File: src/rtl/mmf_pkg.sv
// ----------------------------------------------------------------------------
// mmf_pkg
// Types, codes and rounding helpers shared by the fp32 matrix multiply core.
// ----------------------------------------------------------------------------
package mmf_pkg;

  // Command codes. The last code is not used and the core ignores it.
  localparam logic [1:0] OP_WRITE_A = 2'd0;
  localparam logic [1:0] OP_WRITE_B = 2'd1;
  localparam logic [1:0] OP_READ    = 2'd2;
  localparam logic [1:0] OP_UNUSED  = 2'd3;

  // Register indexes on the configuration port.
  localparam logic [1:0] REG_ROW_COUNT   = 2'd0;
  localparam logic [1:0] REG_INNER_COUNT = 2'd1;
  localparam logic [1:0] REG_COL_COUNT   = 2'd2;

  // Default quiet NaN produced by invalid operations.
  localparam logic [31:0] FP_DEFAULT_NAN = 32'hFFC0_0000;

  typedef struct packed {
    logic [1:0]  op;
    logic [4:0]  row;
    logic [4:0]  col;
    logic [31:0] value;
  } cmd_t;

  typedef struct packed {
    logic [31:0] product_value;
    logic        index_error;
  } result_t;

  // Tag carried alongside each step through the arithmetic units.
  typedef struct packed {
    logic first;
    logic last;
  } tag_t;

  // Leading zero count of a 24-bit significand.
  function automatic logic [4:0] lzc24(input logic [23:0] v);
    logic [4:0] n;
    logic       found;
    n = 5'd24;
    found = 1'b0;
    for (int i = 23; i >= 0; i--) begin
      if (v[i] && !found) begin
        n = 5'(23 - i);
        found = 1'b1;
      end
    end
    return n;
  endfunction

  // Leading zero count of a 28-bit sum; a zero sum gives 27.
  function automatic logic [4:0] lzc28(input logic [27:0] v);
    logic [4:0] n;
    logic       found;
    n = 5'd27;
    found = 1'b0;
    for (int i = 27; i >= 0; i--) begin
      if (v[i] && !found) begin
        n = 5'(27 - i);
        found = 1'b1;
      end
    end
    return n;
  endfunction

  // Round to nearest even and pack. The significand m has its leading one at
  // bit 47 and be is the biased exponent of that bit; subnormal and overflow
  // results are handled here.
  function automatic logic [31:0] fp_round(input logic sign,
                                           input logic signed [11:0] be,
                                           input logic [47:0] m);
    logic [47:0] t;
    logic [5:0]  sh;
    logic [23:0] sig;
    logic        g;
    logic        st;
    logic [7:0]  ef;
    logic        inc;
    logic [30:0] mag;
    t = m;
    sh = 6'd0;
    sig = m[47:24];
    g = m[23];
    st = |m[22:0];
    ef = be[7:0];
    if (be <= 12'sd0) begin
      sh = (be < -12'sd25) ? 6'd26 : 6'(12'sd1 - be);
      t = m >> sh;
      sig = t[47:24];
      g = t[23];
      st = (|t[22:0]) | ((t << sh) != m);
      ef = 8'd0;
    end
    inc = g & (st | sig[0]);
    mag = {ef, sig[22:0]} + 31'(inc);
    if (be >= 12'sd255) begin
      mag = {8'hFF, 23'd0};
    end
    return {sign, mag};
  endfunction

endpackage

File: src/rtl/mmf_fmul.sv
// ----------------------------------------------------------------------------
// mmf_fmul
// Three-stage fp32 multiplier: unpack and normalize, multiply, round.
// ----------------------------------------------------------------------------
module mmf_fmul (
  input  logic          clk,
  input  logic          rst,
  input  logic          in_valid,
  input  mmf_pkg::tag_t in_tag,
  input  logic [31:0]   a,
  input  logic [31:0]   b,
  output logic          out_valid,
  output mmf_pkg::tag_t out_tag,
  output logic [31:0]   res
);

  // Operand classification and input normalization.
  logic        a_nan, b_nan, a_inf, b_inf, a_zero, b_zero;
  logic [23:0] ma, mb;
  logic [4:0]  lza, lzb;
  logic        spec;
  logic [31:0] spec_val;
  logic        sign;

  always_comb begin
    a_nan  = (a[30:23] == 8'hFF) && (a[22:0] != 23'd0);
    b_nan  = (b[30:23] == 8'hFF) && (b[22:0] != 23'd0);
    a_inf  = (a[30:23] == 8'hFF) && (a[22:0] == 23'd0);
    b_inf  = (b[30:23] == 8'hFF) && (b[22:0] == 23'd0);
    a_zero = (a[30:0] == 31'd0);
    b_zero = (b[30:0] == 31'd0);
    ma     = {a[30:23] != 8'd0, a[22:0]};
    mb     = {b[30:23] != 8'd0, b[22:0]};
    lza    = mmf_pkg::lzc24(ma);
    lzb    = mmf_pkg::lzc24(mb);
    sign   = a[31] ^ b[31];
    spec   = 1'b1;
    if (a_nan) begin
      spec_val = a | 32'h0040_0000;
    end else if (b_nan) begin
      spec_val = b | 32'h0040_0000;
    end else if ((a_inf && b_zero) || (b_inf && a_zero)) begin
      spec_val = mmf_pkg::FP_DEFAULT_NAN;
    end else if (a_inf || b_inf) begin
      spec_val = {sign, 8'hFF, 23'd0};
    end else if (a_zero || b_zero) begin
      spec_val = {sign, 31'd0};
    end else begin
      spec = 1'b0;
      spec_val = 32'd0;
    end
  end

  // Stage registers.
  logic                 s0_valid, s1_valid;
  mmf_pkg::tag_t        s0_tag, s1_tag;
  logic [23:0]          s0_ma, s0_mb;
  logic signed [9:0]    s0_ea, s0_eb;
  logic                 s0_sign, s1_sign;
  logic                 s0_spec, s1_spec;
  logic [31:0]          s0_spec_val, s1_spec_val;
  logic [47:0]          s1_prod;
  logic signed [11:0]   s1_esum;
  logic [47:0]          norm_m;
  logic signed [11:0]   norm_be;

  always_ff @(posedge clk) begin
    if (rst) begin
      s0_valid  <= 1'b0;
      s1_valid  <= 1'b0;
      out_valid <= 1'b0;
    end else begin
      s0_valid  <= in_valid;
      s1_valid  <= s0_valid;
      out_valid <= s1_valid;
    end
  end

  always_comb begin
    norm_be = s1_esum + 12'(s1_prod[47]);
    norm_m  = s1_prod[47] ? s1_prod : (s1_prod << 1);
  end

  // Payload pipeline.
  always_ff @(posedge clk) begin
    s0_tag      <= in_tag;
    s0_ma       <= ma << lza;
    s0_mb       <= mb << lzb;
    s0_ea       <= 10'((a[30:23] == 8'd0) ? 10'sd1 : $signed({2'b00, a[30:23]})) -
                   $signed({5'd0, lza});
    s0_eb       <= 10'((b[30:23] == 8'd0) ? 10'sd1 : $signed({2'b00, b[30:23]})) -
                   $signed({5'd0, lzb});
    s0_sign     <= sign;
    s0_spec     <= spec;
    s0_spec_val <= spec_val;

    s1_tag      <= s0_tag;
    s1_prod     <= s0_ma * s0_mb;
    s1_esum     <= 12'(s0_ea) + 12'(s0_eb) - 12'sd127;
    s1_sign     <= s0_sign;
    s1_spec     <= s0_spec;
    s1_spec_val <= s0_spec_val;

    if (s1_valid) begin
      out_tag <= s1_tag;
      res     <= s1_spec ? s1_spec_val : mmf_pkg::fp_round(s1_sign, norm_be, norm_m);
    end
  end

endmodule

File: config.mk
export PLATFORM = sky130hd
export DESIGN_NAME = mmf_fmul
export DESIGN_NICKNAME = d
export VERILOG_FILES = /design/src/rtl/mmf_pkg.sv /design/src/rtl/mmf_fmul.sv
export SDC_FILE = /design/constraint.sdc
export NUM_CORES = 2
export LEC_CHECK = 0
export ABC_AREA = 1
export BUFFER_PORTS_ARGS = -buffer_cell sky130_fd_sc_hd__buf_2
export CORE_MARGIN = 5
export CORE_UTILIZATION = 55
export CTS_CLUSTER_DIAMETER = 200
export DETAILED_ROUTE_END_ITERATION = 8
export GPL_ROUTABILITY_DRIVEN = 0
export GPL_TIMING_DRIVEN = 0
export PLACE_DENSITY = 0.72
export RECOVER_POWER = 50
export SYNTH_ARGS = -nofsm -noshare
export SYNTH_HDL_FRONTEND = slang
export SYNTH_SLANG_ARGS = --single-unit
File: constraint.sdc
create_clock -name clk -period 9.77 [get_ports clk]
set_clock_uncertainty 0.05 [all_clocks]
set_input_delay 1.954 -clock clk [delete_from_list [all_inputs] [get_ports clk]]
set_output_delay 1.954 -clock clk [all_outputs]
set_load 0.1 [all_outputs]
# Yosys cells after proc, flatten, opt, wreduce, memory -nomap -nowiden
# Index checks and enable logic that the tools add are counted.
op_classes:
  n_addsub: 7
  multipliers: 1
  div_mod_pow: 0
  order_cmp: 3
  eq_ne: 3
  n_shift: 4
  muxes: 114
  n_bitwise: 4
  reduce_logical: 115
ops:
  columns: ["operator", "count"]
  rows:
  - ["$mux 5", 48]
  - ["$mux 32", 6]
  - ["$logic_not 31->1", 2]
  - ["$logic_and 1x1->1", 52]
  - ["$mux 1", 51]
  - ["$mul 24x24->48", 1]
  - ["$mux 48", 1]
  - ["$ne 48x48->1", 1]
  - ["$shl 24x5->24", 2]
  - ["$shl 48x6->48", 1]
  - ["$shr 48x6->48", 1]
  - ["$logic_not 1->1", 46]
  - ["$logic_not 23->1", 2]
  - ["$mux 23", 2]
  - ["$reduce_bool 23->1", 2]
  - ["$reduce_or 23->1", 2]
  - ["$mux 8", 4]
  - ["$add 31x1->31", 1]
  - ["$mux 31", 1]
  - ["$sub 8x5->9", 2]
  - ["$eq 8x8->1 const B", 2]
  - ["$logic_not 8->1", 2]
  - ["$reduce_bool 8->1", 2]
  - ["$add 12x1->12", 1]
  - ["13 further kinds", 16]
totals:
  reg_bits: 235
  latchBits: 0
  mem_bits_rw: 0
  romBits: 0
  out_inout_bits: 35
  word_cells: 274
  n_memories: 0

# Longest topological paths before layout
logic_depth:
  depth_word: 72
  mapped_depth: 42

# Least setup slack after synthesis
# No wires, ideal clock.
synth_path:
  path_type: "reg-to-reg"
  from: "register s0_ma[16]"
  to: "register s1_prod[44]"
  setup_ns: 0.131
  t_arrival_ns: 6.801
  setup_slack_ns: 2.788
  path_stages_with_launch: 33
  n_path_buf: 1
  period_less_slack_ns: 6.982
  cell_sequence: "dfxtp_1 > clkbuf_1 > nand2_1 > fa_1 > inv_1 > fa_1 > fa_1 > inv_1 > fa_1 > inv_1 > fa_1 > inv_1 > fa_1 > inv_1 > fa_1 > ha_1 > a21oi_1 > nor2_1 > a2111oi_0 > nand2_1 > a31oi_1 > o21ai_0 > inv_1 > o21ai_0 > nand2_1 > inv_1 > nor2_1 > inv_1 > a21oi_1 > nor3_1 > nor2_1 > o31ai_1 > xor2_1"
synth_between:
  elab_chain_len: 1
synth_lines:
  columns: ["item", "line_no", "source"]
  rows:
  - ["from (decl)", "mmf_fmul.sv:57", "logic [23:0] s0_ma, s0_mb;"]
  - ["from (signal assigned)", "mmf_fmul.sv:87", "s0_ma <= ma << lza;"]
  - ["$mul 24x24->48", "mmf_fmul.sv:98", "s1_prod <= s0_ma * s0_mb;"]
  - ["to (signal assigned)", "mmf_fmul.sv:98", null]
  - ["to (decl)", "mmf_fmul.sv:62", "logic [47:0] s1_prod;"]
# Every way passes these cells.
# A chain may end at the register's enable or synchronous reset.

# Worst setup path after layout
layout_path:
  from: "register s0_mb[11]"
  to: "register s1_prod[44]"
layout_between:
  elab_chain_len: 1
layout_lines:
  columns: ["item", "line_no", "source"]
  rows:
  - ["from (decl)", "mmf_fmul.sv:57", null]
  - ["from (signal assigned)", "mmf_fmul.sv:88", "s0_mb <= mb << lzb;"]
  - ["$mul 24x24->48", "mmf_fmul.sv:98", null]
# Every way passes these cells.

==> metrics.yaml <==
status: "complete, but fails checks"
violations: "design-rule violations, max-capacitance violations"
dieArea_sq_um: 73300
num_rows: 95
gr-total-overflow: 0
final_util_pct: 59.1
dr_total_vias: 37800
placed_cell_area_sq_um: 39000
syn_inst: 5372
cp_slowest_cell: "clkbuf_1"
setup_viol: 0
core_sq_um: 67300
syn_nets: 6132
io_pins: 104
detail_route.wl_per_cell_um: 20.9
postLayoutCellArea_sq_um: 39800
postCtsSetupBuffers: 0
yosys.area.top_type: "fa_1"
area_growth_pct: 6.24
clock.fmax_ghz: 0.114
ys_warn_count: 0
grt_pass1_vias: 35900
antenna_found_initial: 4
worst_setup_path_end_kind: "flip-flop"
maxSlewViolCount: 0
arrival_ns: 9.11
cp_slowest_stage_delay_ns: 0.84
path_common_cell: "inv_1"
cts.sinks: 234
synth-edff-count: 34
rsz0062_at_grt: "no"
synth_seq_cells: 234
placement.io_buffers: 101
maxSlewHeadroom_pct: 0.252
die_w_um: 271
dr.pass1.iters: 9
cap_violations: 2
period_share_pct: 89.5
hold_viol_final: 0
worst_slack_ns: 1.03
required_ns: 10.14
fin_nets: 6258
cts.clk_slew.worst_paths_ns: 0.06
hold_path_class: "flip-flop to flip-flop"
yosysTopAreaCellShare_pct: 25.9
dp_slack_ns: 1.22
crit_type: "flip-flop to flip-flop"
wirelength_um: 134000
clk_latency_ns: 0.55
synthArstFlopShare_pct: 0
die_y_um: 271
dpl.hpwl_um: 111000
htreeDepth: 1
ys_top_cells_by_area: "fa_1 26%, nand2_1 14%, dfxtp_1 11%"
numCtsBuffers: 23
start_kind: "flip-flop"
postRouteAntennaNets: 0
tns_ns: 0
synth.avg_cell_area_sq_um: 6.97
track_usage_pct: 35.5
yosysSeqAreaShare_pct: 13.4
drc: 7
hold_buffers: 0
synth_cell_types: 68
synth-main-ff-cell: "dfxtp_1"
layout-drive-gt1-share_pct: 6.26
initial_core_util_pct: 55.6
clock_path_buffers: 3
crit_fanout: 10
viasPerCell: 5.91
grt_pass1_wl_um: 205000
drtIter0Drc: 5650
grt_max_degree: 36
netlist_area_sq_um: 37400
clock-root-buffer: "clkbuf_16"
cts_tree: "built"
worst_slew_pin_slew_ns: 1.48
min_period_ns: 8.74
cts_resized: 0
synth_stat cells (all sizes together) (5+ instances only):
cell type / instances
clkinv: 7
o31ai: 8
a32o: 7
nor3: 45
buf: 111
mux2i: 8
nor2: 259
and2: 5
nor4: 28
nand4: 74
dfxtp: 200
ha: 206
o21ai: 249
clkbuf: 164
o21a: 11
a21oi: 99
o2111ai: 6
nand2: 1414
or2: 53
edfxtp: 34
a31oi: 16
o211ai: 14
xor2: 44
a211oi: 12
o221ai: 5
inv: 998
xnor2: 27
fa: 485
a21o: 6
nand3: 747
layout make-up:
type	count	area [sq um]
fillers	6415	27500
multi-input cells	3858	27400
flip-flops and latches	234	5020
inverters	1005	3770
plain buffers	275	1240
well taps	873	1090
clock buffers	33	664
repair buffers	101	457
clock inverters	8	101
diodes	6	15.0
sequential cells by signal, summed over array words and instances (netlist names), 11 cells and up:
| register | cells |
|---|---|
| s0_ma | 24 |
| s0_mb | 24 |
| s1_prod | 48 |
| s0_spec_val | 32 |
| res | 32 |
| s1_esum | 11 |
| s1_spec_val | 32 |
stage by stage:
step                      hold slack (ns)  std cells
final                               0.274       6393
after detailed placement            0.262       6346
after CTS                           0.272       6387
after global placement              0.260       6346
after floorplan                     0.260       5372
after global routing                0.277       6388
routing by layer:
layer / share of wire, % / up-vias / GRT usage, %
met3: 14 / 627 / 12.7
met1: 38 / 17600 / 46.6
li1: - / 17000 / -
met4: 5.9 / 8 / 15.4
met5: 0.11 / - / 1.05
met2: 42 / 2563 / 53.0
path summary, 6_finish.rpt:
kind / from / endpoint / slack, ns / depth (start not counted)
worst max-delay path: s0_mb[11]$_SDFF_PP0_ / s1_prod[44]$_DFF_P_ / 1.03 / 32
worst min-delay path: s0_spec_val[29]$_DFF_P_ / s1_spec_val[29]$_DFF_P_ / 0.27 / 0
worst max register to register: s0_mb[11]$_SDFF_PP0_ / s1_prod[44]$_DFF_P_ / 1.03 / 32
worst min register to register: s0_spec_val[29]$_DFF_P_ / s1_spec_val[29]$_DFF_P_ / 0.27 / 0
logic make-up (layout without fill, tap and decap cells):
kind of cell,Yosys count,after routing,share of synthesized area (%)
adders and majority gates,691,691,32.8
buffers and inverters,1280,1422,13.4
and+or+nand+nor,2632,2632,31.4
DFF,234,234,13.4
muxes,9,9,0.244
xor gates and xnor gates,71,71,1.66
other,0,6,0
AOI/OAI and AO/OA,455,455,7.02
worst max-delay path, delay by kind of cell, from the launching register on:
kind	cells	cell delay [ns]
flops	1	0.71
xor+xnor	1	0.15
simple gates	7	0.96
compound gates	7	1.57
buf+inv	9	1.33
fa+ha+maj	8	3.86
layout by cell type (no fill, tap or decap), types with 26 or more instances in the layout:
cell type  instances
nand2_1         1394
inv_1            972
nand3_1          726
fa_1             485
nor2_1           226
clkbuf_1         209
ha_1             206
dfxtp_1          200
o21ai_0          191
buf_2            110
a21oi_1           97
nand4_1           74
o21ai_1           50
or2_2             50
xor2_1            44
buf_1             39
nor3_1            35
edfxtp_1          34
xnor2_1           27
inv_2             26
Power is left out: the tool's default activity adds up to more than one toggle a clock period on the data nets, which glitch-free logic cannot reach.
